**src/hw/rtl/stunbr_pkg.sv**
```systemverilog
// Shared constants, codes and types for the STUN binding response parser.
// Used by the parser core, result register, top level and checker.
package stunbr_pkg;

	localparam int MAX_DATAGRAM_BYTES = 2048;
	// Byte position must be able to hold the maximum itself.
	localparam int POS_W = $clog2(MAX_DATAGRAM_BYTES + 1);
	localparam int HEADER_BYTES = 20;

	localparam logic [31:0] STUN_COOKIE = 32'h2112A442;
	localparam logic [15:0] TYPE_BINDING_RESPONSE = 16'h0101;
	localparam logic [15:0] ATTR_XOR_MAPPED = 16'h0020;
	localparam logic [15:0] ATTR_MAPPED = 16'h0001;
	localparam logic [7:0] FAMILY_IPV4 = 8'h01;

	localparam logic [2:0] FAIL_NONE = 3'd0;
	localparam logic [2:0] FAIL_SHORT = 3'd1;
	localparam logic [2:0] FAIL_TYPE = 3'd2;
	localparam logic [2:0] FAIL_COOKIE = 3'd3;
	localparam logic [2:0] FAIL_TXN = 3'd4;
	localparam logic [2:0] FAIL_NO_ADDR = 3'd5;

	localparam int CFG_IDX_W = 1;
	localparam logic [CFG_IDX_W-1:0] REG_TXN_UPPER = 1'd0;
	localparam logic [CFG_IDX_W-1:0] REG_TXN_LOWER = 1'd1;

	typedef struct packed {
		logic success;
		logic [2:0] fail_reason;
		logic from_xor_attribute;
		logic [31:0] mapped_address;
		logic [15:0] mapped_port;
	} res_t;

endpackage

```
**src/hw/rtl/stunbr_in_reg.sv**
```systemverilog
// Input register stage: holds one datagram word until the parser takes it.
// Depends on nothing but the clock and reset.
module stunbr_in_reg (
	input  logic       clk,
	input  logic       arst_n,
	input  logic       in_valid,
	output logic       in_ready,
	input  logic [7:0] data_byte,
	input  logic       last_byte,
	input  logic       take,
	output logic       valid_s1,
	output logic [7:0] byte_s1,
	output logic       last_s1
);

	// A new word may enter when the stage is empty or is being emptied.
	assign in_ready = !valid_s1 || take;

	always_ff @(posedge clk or negedge arst_n) begin
		if (!arst_n) begin
			valid_s1 <= 1'b0;
		end else if (in_valid && in_ready) begin
			valid_s1 <= 1'b1;
		end else if (take) begin
			valid_s1 <= 1'b0;
		end
	end

	always_ff @(posedge clk) begin
		if (in_valid && in_ready) begin
			byte_s1 <= data_byte;
			last_s1 <= last_byte;
		end
	end

endmodule

```
**src/hw/rtl/stunbr_parser.sv**
```systemverilog
// Parser core: transaction ID registers, header checks and attribute walk.
// One word per cycle unless a last word stalls; result formed on it; uses stunbr_pkg.
module stunbr_parser
	import stunbr_pkg::*;
(
	input  logic                 clk,
	input  logic                 arst_n,
	input  logic                 cfg_valid,
	output logic                 cfg_ready,
	input  logic [CFG_IDX_W-1:0] cfg_index,
	input  logic [63:0]          cfg_data,
	input  logic                 valid_s1,
	input  logic [7:0]           byte_s1,
	input  logic                 last_s1,
	input  logic                 out_free,
	output logic                 take,
	output logic                 res_push,
	output res_t                 res
);

	localparam logic [2:0] PH_MSG_HEADER = 3'd0;
	localparam logic [2:0] PH_ATTR_HEAD = 3'd1;
	localparam logic [2:0] PH_VALUE = 3'd2;
	localparam logic [2:0] PH_PAD = 3'd3;
	localparam logic [2:0] PH_DONE = 3'd4;

	logic [31:0] txn_upper_q;
	logic [63:0] txn_lower_q;

	logic [POS_W-1:0] pos_q, pos_n;
	logic [15:0] mtype_q, mtype_n;
	logic [15:0] mlen_q, mlen_n;
	logic [2:0] herr_q, herr_n;
	logic [2:0] phase_q, phase_n;
	logic [15:0] atype_q, atype_n;
	logic [15:0] arem_q, arem_n;
	logic [10:0] aoff_q, aoff_n;
	logic [55:0] pend_q, pend_n;
	logic found_q, found_n;
	logic fxor_q, fxor_n;
	logic [47:0] ep_q, ep_n;

	logic [127:0] hdr_exp;
	logic [3:0] exp_idx;
	logic [7:0] exp_byte;
	logic [15:0] mtype_shift;
	logic [16:0] attr_end;
	logic [16:0] msg_end;
	logic [15:0] arem_dec;
	logic [10:0] aoff_inc;
	logic [1:0] pad;
	logic [2:0] reason;

	assign cfg_ready = 1'b1;

	always_ff @(posedge clk or negedge arst_n) begin
		if (!arst_n) begin
			txn_upper_q <= '0;
			txn_lower_q <= '0;
		end else if (cfg_valid && cfg_ready) begin
			case (cfg_index)
				REG_TXN_UPPER: txn_upper_q <= cfg_data[31:0];
				REG_TXN_LOWER: txn_lower_q <= cfg_data;
				default: ;
			endcase
		end
	end

	// A word carrying the last mark needs room in the result register.
	assign take = valid_s1 && (!last_s1 || out_free);
	assign res_push = take && last_s1;

	// Header bytes 4 to 19 are compared against cookie then transaction ID.
	assign hdr_exp = {STUN_COOKIE, txn_upper_q, txn_lower_q};
	assign exp_idx = pos_q[3:0] - 4'd4;
	assign exp_byte = hdr_exp[{4'd15 - exp_idx, 3'b000} +: 8];
	assign mtype_shift = {mtype_q[7:0], byte_s1};
	assign attr_end = 17'(pos_q) + 17'd4;
	assign msg_end = {1'b0, mlen_q} + 17'(HEADER_BYTES);
	assign arem_dec = arem_q - 16'd1;
	assign aoff_inc = aoff_q + 11'd1;
	assign pad = 2'd0 - aoff_inc[1:0];

	always_comb begin
		pos_n = pos_q;
		mtype_n = mtype_q;
		mlen_n = mlen_q;
		herr_n = herr_q;
		phase_n = phase_q;
		atype_n = atype_q;
		arem_n = arem_q;
		aoff_n = aoff_q;
		pend_n = pend_q;
		found_n = found_q;
		fxor_n = fxor_q;
		ep_n = ep_q;
		if (pos_q < POS_W'(MAX_DATAGRAM_BYTES)) begin
			pos_n = pos_q + POS_W'(1);
			case (phase_q)
				PH_MSG_HEADER: begin
					if (pos_q < POS_W'(2)) begin
						mtype_n = mtype_shift;
						if (pos_q == POS_W'(1) && mtype_shift != TYPE_BINDING_RESPONSE &&
						    herr_q == FAIL_NONE)
							herr_n = FAIL_TYPE;
					end else if (pos_q < POS_W'(4)) begin
						mlen_n = {mlen_q[7:0], byte_s1};
					end else if (byte_s1 != exp_byte && herr_q == FAIL_NONE) begin
						herr_n = (pos_q < POS_W'(8)) ? FAIL_COOKIE : FAIL_TXN;
					end
					if (pos_q == POS_W'(HEADER_BYTES - 1)) begin
						phase_n = PH_ATTR_HEAD;
						aoff_n = '0;
					end
				end
				PH_ATTR_HEAD: begin
					if (aoff_q == 11'd0 && attr_end > msg_end) begin
						phase_n = PH_DONE;
					end else begin
						if (aoff_q < 11'd2)
							atype_n = {atype_q[7:0], byte_s1};
						else
							arem_n = {arem_q[7:0], byte_s1};
						if (aoff_q == 11'd3) begin
							aoff_n = '0;
							pend_n = '0;
							if (arem_n != 16'd0)
								phase_n = PH_VALUE;
						end else begin
							aoff_n = aoff_inc;
						end
					end
				end
				PH_VALUE: begin
					if (aoff_q >= 11'd1 && aoff_q <= 11'd7)
						pend_n = {pend_q[47:0], byte_s1};
					aoff_n = aoff_inc;
					arem_n = arem_dec;
					if (arem_dec == 16'd0) begin
						// Whole value in: commit the candidate, then skip padding.
						if (aoff_inc >= 11'd8 && pend_n[55:48] == FAMILY_IPV4) begin
							if (atype_q == ATTR_XOR_MAPPED) begin
								ep_n = {pend_n[31:0] ^ STUN_COOKIE,
								        pend_n[47:32] ^ STUN_COOKIE[31:16]};
								found_n = 1'b1;
								fxor_n = 1'b1;
							end else if (atype_q == ATTR_MAPPED && !found_q) begin
								ep_n = {pend_n[31:0], pend_n[47:32]};
								found_n = 1'b1;
								fxor_n = 1'b0;
							end
						end
						aoff_n = '0;
						arem_n = {14'd0, pad};
						phase_n = (pad != 2'd0) ? PH_PAD : PH_ATTR_HEAD;
					end
				end
				PH_PAD: begin
					arem_n = arem_dec;
					if (arem_dec == 16'd0) begin
						phase_n = PH_ATTR_HEAD;
						aoff_n = '0;
					end
				end
				default: ;
			endcase
		end
	end

	always_comb begin
		if (pos_n < POS_W'(HEADER_BYTES))
			reason = FAIL_SHORT;
		else if (herr_n != FAIL_NONE)
			reason = herr_n;
		else if (!found_n)
			reason = FAIL_NO_ADDR;
		else
			reason = FAIL_NONE;
		res.success = (reason == FAIL_NONE);
		res.fail_reason = reason;
		res.from_xor_attribute = res.success & fxor_n;
		res.mapped_address = res.success ? ep_n[47:16] : 32'd0;
		res.mapped_port = res.success ? ep_n[15:0] : 16'd0;
	end

	always_ff @(posedge clk or negedge arst_n) begin
		if (!arst_n) begin
			pos_q <= '0;
			mtype_q <= '0;
			mlen_q <= '0;
			herr_q <= FAIL_NONE;
			phase_q <= PH_MSG_HEADER;
			atype_q <= '0;
			arem_q <= '0;
			aoff_q <= '0;
			pend_q <= '0;
			found_q <= 1'b0;
			fxor_q <= 1'b0;
			ep_q <= '0;
		end else if (res_push) begin
			// The datagram has ended: start clean for the next one.
			pos_q <= '0;
			mtype_q <= '0;
			mlen_q <= '0;
			herr_q <= FAIL_NONE;
			phase_q <= PH_MSG_HEADER;
			atype_q <= '0;
			arem_q <= '0;
			aoff_q <= '0;
			pend_q <= '0;
			found_q <= 1'b0;
			fxor_q <= 1'b0;
			ep_q <= '0;
		end else if (take) begin
			pos_q <= pos_n;
			mtype_q <= mtype_n;
			mlen_q <= mlen_n;
			herr_q <= herr_n;
			phase_q <= phase_n;
			atype_q <= atype_n;
			arem_q <= arem_n;
			aoff_q <= aoff_n;
			pend_q <= pend_n;
			found_q <= found_n;
			fxor_q <= fxor_n;
			ep_q <= ep_n;
		end
	end

endmodule

```
**src/hw/rtl/stunbr_out_reg.sv**
```systemverilog
// Result register: holds one result word until the consumer takes it.
// Uses the result type from stunbr_pkg.
module stunbr_out_reg
	import stunbr_pkg::*;
(
	input  logic  clk,
	input  logic  arst_n,
	input  logic  res_push,
	input  res_t  res,
	output logic  out_free,
	output logic  out_valid,
	input  logic  out_ready,
	output res_t  res_q
);

	assign out_free = !out_valid || out_ready;

	always_ff @(posedge clk or negedge arst_n) begin
		if (!arst_n) begin
			out_valid <= 1'b0;
		end else if (res_push) begin
			out_valid <= 1'b1;
		end else if (out_ready) begin
			out_valid <= 1'b0;
		end
	end

	always_ff @(posedge clk) begin
		if (res_push)
			res_q <= res;
	end

endmodule

```
**src/hw/rtl/stun_binding_response_parser_top.sv**
```systemverilog
// A datagram's last byte goes through the input register; its result word is then registered
// in the result register. One byte per cycle unless a last byte stalls; one state update each.
// One result register parts the two sides: bytes keep flowing while a result waits, and only a
// further last byte stalls until that result word is taken.
// Top level: joins the input register, the parser core and the result register.
// Depends on stunbr_pkg, stunbr_in_reg, stunbr_parser and stunbr_out_reg.
module stun_binding_response_parser_top
	import stunbr_pkg::*;
(
	input  logic                 clk,
	input  logic                 arst_n,
	input  logic                 cfg_valid,
	output logic                 cfg_ready,
	input  logic [CFG_IDX_W-1:0] cfg_index,
	input  logic [63:0]          cfg_data,
	input  logic                 in_valid,
	output logic                 in_ready,
	input  logic [7:0]           data_byte,
	input  logic                 last_byte,
	output logic                 out_valid,
	input  logic                 out_ready,
	output logic                 success,
	output logic [2:0]           fail_reason,
	output logic                 from_xor_attribute,
	output logic [31:0]          mapped_address,
	output logic [15:0]          mapped_port
);

	logic valid_s1;
	logic [7:0] byte_s1;
	logic last_s1;
	logic take;
	logic res_push;
	logic out_free;
	res_t res;
	res_t res_q;

	stunbr_in_reg u_in_reg (
		.clk      (clk),
		.arst_n   (arst_n),
		.in_valid (in_valid),
		.in_ready (in_ready),
		.data_byte(data_byte),
		.last_byte(last_byte),
		.take     (take),
		.valid_s1 (valid_s1),
		.byte_s1  (byte_s1),
		.last_s1  (last_s1)
	);

	stunbr_parser u_parser (
		.clk      (clk),
		.arst_n   (arst_n),
		.cfg_valid(cfg_valid),
		.cfg_ready(cfg_ready),
		.cfg_index(cfg_index),
		.cfg_data (cfg_data),
		.valid_s1 (valid_s1),
		.byte_s1  (byte_s1),
		.last_s1  (last_s1),
		.out_free (out_free),
		.take     (take),
		.res_push (res_push),
		.res      (res)
	);

	stunbr_out_reg u_out_reg (
		.clk      (clk),
		.arst_n   (arst_n),
		.res_push (res_push),
		.res      (res),
		.out_free (out_free),
		.out_valid(out_valid),
		.out_ready(out_ready),
		.res_q    (res_q)
	);

	assign success = res_q.success;
	assign fail_reason = res_q.fail_reason;
	assign from_xor_attribute = res_q.from_xor_attribute;
	assign mapped_address = res_q.mapped_address;
	assign mapped_port = res_q.mapped_port;

endmodule

```
**config.mk**
```make
export PLATFORM = sky130hd
export DESIGN_NAME = stun_binding_response_parser_top
export DESIGN_NICKNAME = d
export VERILOG_FILES = /design/src/hw/rtl/stunbr_pkg.sv /design/src/hw/rtl/stunbr_in_reg.sv /design/src/hw/rtl/stunbr_parser.sv /design/src/hw/rtl/stunbr_out_reg.sv /design/src/hw/rtl/stun_binding_response_parser_top.sv
export SDC_FILE = /design/constraint.sdc
export NUM_CORES = 1
export LEC_CHECK = 0
export BUFFER_PORTS_ARGS = -buffer_cell sky130_fd_sc_hd__buf_2
export CAP_MARGIN = 20
export CORE_MARGIN = 1
export CORE_UTILIZATION = 50
export DETAILED_ROUTE_END_ITERATION = 6
export PLACE_DENSITY = 0.68
export SLEW_MARGIN = 20
export SYNTH_ARGS = -nofsm -noshare
export SYNTH_HDL_FRONTEND = slang
export SYNTH_SLANG_ARGS = --single-unit
```
**constraint.sdc**
```tcl
create_clock -name clk -period 4.3 [get_ports clk]
set_input_delay 0.215 -clock clk [delete_from_list [all_inputs] [get_ports clk]]
set_output_delay 0.215 -clock clk [all_outputs]
set_load 0.01 [all_outputs]
```
======== Yosys cells after proc, flatten, opt, wreduce, memory -nomap -nowiden ========
Index checks and enable logic that the tools add are counted.
operators by class
  add/subtract/negate cells ............... 8
  order comparisons ....................... 10
  eq/ne operators ......................... 20
  shifts and indexed selects .............. 1
  multiplexer cells ....................... 99
  bitwise gates (word level) .............. 4
  reduce and logical (&&, ||, !) cells .... 46
operators by type and width
  kind                                                                       number
  56-bit two-way mux                                                         8
  48-bit two-way mux                                                         8
  16-bit two-way mux                                                         21
  128-bit by 8-bit indexed part select with 8-bit output                     1
  56-bit one-hot mux with 2 select lines                                     1
  11-bit two-way mux                                                         8
  3-bit two-way mux                                                          21
  16-bit one-hot mux with 3 select lines                                     1
  11-bit one-hot mux with 4 select lines                                     1
  8-bit two-way mux                                                          5
  12-bit two-way mux                                                         3
  1-bit two-way mux                                                          20
  2-bit nonzero test                                                         10
  16-bit by 5-bit adder with 17-bit output (second input constant)           1
  17-bit > comparator                                                        1
  16-bit by 1-bit == test with 1-bit output (second input constant)          1
  16-bit by 6-bit == test with 1-bit output (second input constant)          1
  16-bit logical NOT                                                         1
  16-bit by 9-bit inequality test with 1-bit output (second input constant)  1
  16-bit nonzero test                                                        1
  16-bit by 1-bit subtractor with 16-bit output (second input constant)      1
  5-bit AND reduction                                                        3
  12-bit by 3-bit adder with 13-bit output (second input constant)           1
  12-bit by 1-bit adder with 12-bit output (second input constant)           1
  42 further kinds                                                           67
word-level totals
  bits in registers ....................... 351
  output and inout port bits .............. 56
  word-level logic and storage cells ...... 211

======== Depth between registers and ports, before layout ========
  word-level depth ........................ 16
  gate-level depth with buffers ........... 17
  depth with buffers taken out ............ 14

======== Hierarchy ========
From an unflattened synthesis, not the netlist that was laid out.
unflattened totals
  cell total of the unflattened synthesis .. 1592
  area, all modules ....................... 17895.9 um^2
modules (own cells, without submodules)
  module          instances  cells each  area each (um^2)  seq. area each (um^2)
  stunbr_parser   1          1523        15932.8           7181.9
  stunbr_out_reg  1          56          1639.1            1616.6
  stunbr_in_reg   1          13          324.1             295.3

======== Worst setup path after synthesis ========
Ideal clock, no wire load.
  path type ............................... reg2reg
  start point ............................. register u_parser.pos_q[2]
  end point ............................... register u_parser.pend_q[10]
  arrival time ............................ 3.661 ns
  data required time ...................... 4.234 ns
  setup slack ............................. 0.572 ns
  stages on the path, launching flop included .. 17
  buffers on the path ..................... 3
  period minus slack after synthesis ...... 3.728 ns
  cell sequence ........................... dfrtp_1 > buf_4 > buf_2 > nand3_1 > nor2_1 > nand3_1 > xnor2_1 > ha_1 > and4_1 > nand4_1 > o311ai_0 > nor2_1 > nand3_1 > a31oi_1 > nor4_1 > clkbuf_1 > a22o_1
between the ends
  longest elaborated chain between the ends .. 5
ends and longest elaborated chain
  what                                      line                  source
  start: declaration                        stunbr_parser.sv:30   logic [POS_W-1:0] pos_q, pos_n;
  start signal: assignment                  stunbr_parser.sv:215  pos_q <= pos_n;
  12-bit by 3-bit adder with 13-bit output  stunbr_parser.sv:78   assign attr_end = 17'(pos_q) + 17'd4;
  17-bit > comparator                       stunbr_parser.sv:117  if (aoff_q == 11'd0 && attr_end > msg_end) begin
  1-bit logical AND                         stunbr_parser.sv:117
  3-bit inequality test (no line)           -
  5-bit AND reduction (no line) (*)         -
  end signal: assignment                    stunbr_parser.sv:223  pend_q <= pend_n;
  end: declaration                          stunbr_parser.sv:38   logic [55:0] pend_q, pend_n;
Every way passes the cells marked *; elsewhere a longest branch is shown, timed or not.
A chain may end at the register's enable or synchronous reset.

======== Worst setup path after layout ========
  start point ............................. register u_parser.arem_q[0]
  end point ............................... register u_out_reg.res_q[25] (netlist name)
between the ends
  longest elaborated chain between the ends .. 9
ends and longest elaborated chain
  what                                               line                  source
  start: declaration                                 stunbr_parser.sv:36   logic [15:0] arem_q, arem_n;
  start signal: assignment                           stunbr_parser.sv:221  arem_q <= arem_n;
  16-bit by 1-bit subtractor with 16-bit output (*)  stunbr_parser.sv:80   assign arem_dec = arem_q - 16'd1;
  16-bit logical NOT (*)                             stunbr_parser.sv:139  if (arem_dec == 16'd0) begin
  1-bit two-way mux                                  stunbr_parser.sv:139
  1-bit two-way mux                                  stunbr_parser.sv:99   case (phase_q)
  1-bit two-way mux                                  stunbr_parser.sv:97   if (pos_q < POS_W'(MAX_DATAGRAM_BYTES)) begin
  3-bit two-way mux                                  stunbr_parser.sv:175  else if (!found_n)
  3-bit two-way mux                                  stunbr_parser.sv:173  else if (herr_n != FAIL_NONE)
  3-bit two-way mux                                  stunbr_parser.sv:171  if (pos_n < POS_W'(HEADER_BYTES))
  3-bit logical NOT                                  stunbr_parser.sv:179  res.success = (reason == FAIL_NONE);
Marked as above.

==> flow_metrics.py <==
metrics = {
    "floorplan": {
        "die-area_um2": 38600,
        "die_w_um": 196,
        "row_count": 70,
        "die_h_um": 196,
        "ios": 135,
        "initial_utilization_pct": 51.2,
        "coreArea_um2": 36900,
    },
    "timing": {
        "holdWs_ns": 0.266,
        "grt_setup_unrepaired": "false",
        "finalCriticalPeriod_ns": 4.04,
        "timing.final.crit_share_pct": 94.0,
        "fmax_ghz": 0.247,
        "worst_clock_skew_ns": 0.0235,
        "slew_headroom_pct": 34.2,
        "maxSlewViolCount": 0,
        "finalSetupTns_ns": 0,
        "worstMarginPinSlew_ns": 0.984,
        "setup_violations": 0,
        "final_hold_viol_count": 0,
    },
    "clocking": {
        "cts_max_level": 2,
        "tritoncts.num_buffers": 39,
        "cts_tree": "built",
        "cts-root-buf": "clkbuf_16",
        "cts_max_path_buffers": 3,
        "clock_latency_ns": 0.57,
        "post_cts_buffers": 0,
        "cts_sinks": 351,
        "clk_pin_slew_ns": 0.06,
    },
    "placement": {
        "port_buffers": 133,
        "dpl_cell_area_um2": 20000,
        "dp_cells": 2279,
        "dp_hpwl_um": 31100,
        "routabilityCongestion": 0.900,
    },
    "synthesis": {
        "ys_warn_count": 0,
        "synth-seq-cells": 351,
        "syn-cell-area_um2": 18900,
        "synthArstFlopShare_pct": 82.3,
        "synth_fp_nets": 1840,
        "yosysSeqAreaShare_pct": 48.1,
        "syn-mean-instance-area_um2": 10.9,
        "synth_top_area_cell": "dfrtp_1",
        "syn_inst": 1735,
        "synth_top_area_share_pct": 38.3,
        "synthFlopType": "dfrtp_1",
        "synth_edf_count": 62,
        "synth_cell_types": 86,
        "synth_area_leaders": "dfrtp_1 38%, edfxtp_1 9.9%, mux2_2 8.9%",
    },
    "critical_path": {
        "r2r_end": "u_out_reg.res_q[25]",
        "crit_type": "register to register",
        "worstPathRequired_ns": 4.59,
        "crit_path_max_fanout": 38,
        "arrival_ns": 4.33,
        "rrSetupSlack_ns": 0.26,
        "cp-start-kind": "register",
        "critPathCaptureType": "register",
        "worstSetupStartpoint": "u_parser.arem_q[0]",
        "rr_startpoint": "u_parser.arem_q[0]",
        "cp-endpoint": "u_out_reg.res_q[25]",
        "reg2regPathDepth": 11,
    },
    "detailed_routing": {
        "vias_per_cell": 5.86,
        "ant_nets": 0,
        "dr.pass1.iters": 5,
        "first_iter_violations": 894,
        "wl_per_cell_um": 19.9,
        "drc_errors": 0,
        "dr_total_vias": 14200,
        "drt_wl_total_um": 48400,
    },
    "layout": {
        "drive_gt1_share_pct": 25.1,
        "diodes": 0,
        "final_area_um2": 22000,
        "nets": 1997,
        "syn_to_final_growth_pct": 16.6,
        "instances_no_fill": 2426,
    },
    "pwr": {
        "pwr_density_cell_nw_per_um2": 440,
        "power_mw": 9.69,
        "p_leak_nw": 9.30,
        "ir_drop_uv": 314,
    },
    "global_routing": {
        "grtUsageTotal_pct": 25.8,
        "first_global_vias": 14400,
        "grt_max_degree": 98,
        "grt_pass1_wl_um": 78900,
        "overflow": 0,
        "antenna_found_initial": 1,
    },
    "min_path": {
        "min_path_type": "primary input to asynchronous set/reset pin",
    },
    "run": {
        "drv_cap": 0,
    },
    "outcome": {
        "status": "finished clean",
    },
}
==> worst min path at each step <==
stage | to | depth (start not counted) | startpoint
2_1_floorplan | u_in_reg.valid_s1 | 0 | arst_n
3_3_place_gp | u_parser.txn_lower_q[16] | 1 | arst_n
3_5_place_dp | u_parser.txn_lower_q[16] | 1 | arst_n
4_1_cts | u_parser.txn_lower_q[16] | 2 | arst_n
5_1_grt | u_parser.txn_upper_q[8] | 2 | arst_n
6_report | u_parser.txn_lower_q[16] | 2 | arst_n
==> synth_stat cells (8+ instances only) <==
master    instances
a211oi_1         10
clkbuf_1         81
nand3_1          32
buf_4             9
o31ai_1          11
xnor2_1          20
inv_1            28
nor3_1           22
and2_1           11
edfxtp_1         62
o22a_1           13
xor2_1           17
nor2_1           61
nor4_1           17
a31oi_1          16
o21ai_1          13
nand4_1          14
mux4_2            8
mux2i_1          94
ha_1             26
a21oi_1          85
o21ai_0         139
a22o_1           38
nand2b_1         48
mux2_2          149
a22oi_1          14
or3_1             9
buf_2            24
buf_6            12
nor3_2           49
nand2_1         134
a21o_1           10
dfrtp_1         289
buf_1             9
nor2b_1          47
==> logic make-up (layout without fill, tap and decap cells) <==
logic type / Yosys count / after routing / share of synthesized area, %
xor gates and xnor gates: 37 / 37 / 1.72
and+or+nand+nor: 493 / 493 / 15.0
DFF: 351 / 351 / 48.1
AOI/OAI and AO/OA: 402 / 402 / 13.6
buffers and inverters: 170 / 357 / 4.39
adders and majority gates: 26 / 26 / 1.72
other: 1 / 1 / 0.0199
muxes: 255 / 255 / 15.4
==> per-layer routing <==
metal	vias to the layer above	global-route usage (%)	share of wire [%]
met3	89	3.52	4.4
met5	-	0	0
met4	0	9.75	3.1
li1	6655	-	-
met2	405	42.4	48
met1	7066	34.7	44
==> through the flow <==
| stage | setup WS, ns | utilization, % |
|---|---|---|
| CTS | 0.282 | 59.7 |
| floorplan | 0.572 | - |
| detailed placement | 0.282 | 54.2 |
| global placement | 0.324 | 54.2 |
| finish | 0.257 | 59.7 |
| global route | 0.0622 | 59.7 |
==> layout make-up <==
class / instances / area, um^2
clock buffers: 60 / 1170
repair buffers: 256 / 1890
multi-input cells: 1214 / 9030
inverters: 30 / 113
well taps: 504 / 631
fillers: 2999 / 14900
flip-flops and latches: 351 / 9090
clock inverters: 11 / 97.6
==> worst max-delay path, stage by stage (launching register included) <==
cell,delay (ns)
dfrtp_1,0.52
inv_1,0.17
ha_1,0.37
or3b_1,0.50
o31a_1,0.36
a2111oi_4,0.36
nand4_4,0.23
nor4b_4,0.31
buf_12,0.26
buf_4,0.29
mux2i_1,0.32
nor3_2,0.06
==> registers in the layout, summed over array words and instances, names as in the netlist, 8 cells and up <==
register	cells
u_parser.txn_upper_q	32
u_parser.ep_q	48
u_parser.txn_lower_q	64
u_parser.pend_q	56
u_parser.atype_q	16
u_parser.aoff_q	11
u_parser.mlen_q	16
u_parser.arem_q	16
u_parser.mtype_q	8
u_out_reg.res_q	53
u_in_reg.byte_s1	8
u_parser.pos_q	12
==> power by group <==
group	switching [mW]	internal, mW
clock	1.39	1.94
sequential	0.290	3.69
combinational	1.33	1.05
==> what timing repair did <==
item / CTS / global route
hold buffers: 76 / 0
endpoints found under the hold margin: 201 / 0
endpoints found under the setup margin: 0 / 9
gates resized for setup: 0 / 3
==> cell usage in the layout, fill, tap and decap left out, types with 13 or more instances in the layout <==
cell,instances
nor2_1,59
inv_1,27
nand3_1,32
buf_4,39
nor3_1,21
dfrtp_1,289
o21ai_0,139
mux2i_1,94
a22o_1,38
buf_2,132
a31oi_1,15
nand2b_1,47
a21oi_1,84
nor2b_1,46
nand2_1,132
nor4_1,16
mux2_2,149
o21ai_1,13
nand4_1,14
xnor2_1,20
nor3_2,50
o22a_1,13
xor2_1,17
ha_1,26
clkbuf_16,40
a22oi_1,14
edfxtp_1,62
dlygate4sd3_1,76
(Power assumes the default switching activity.)
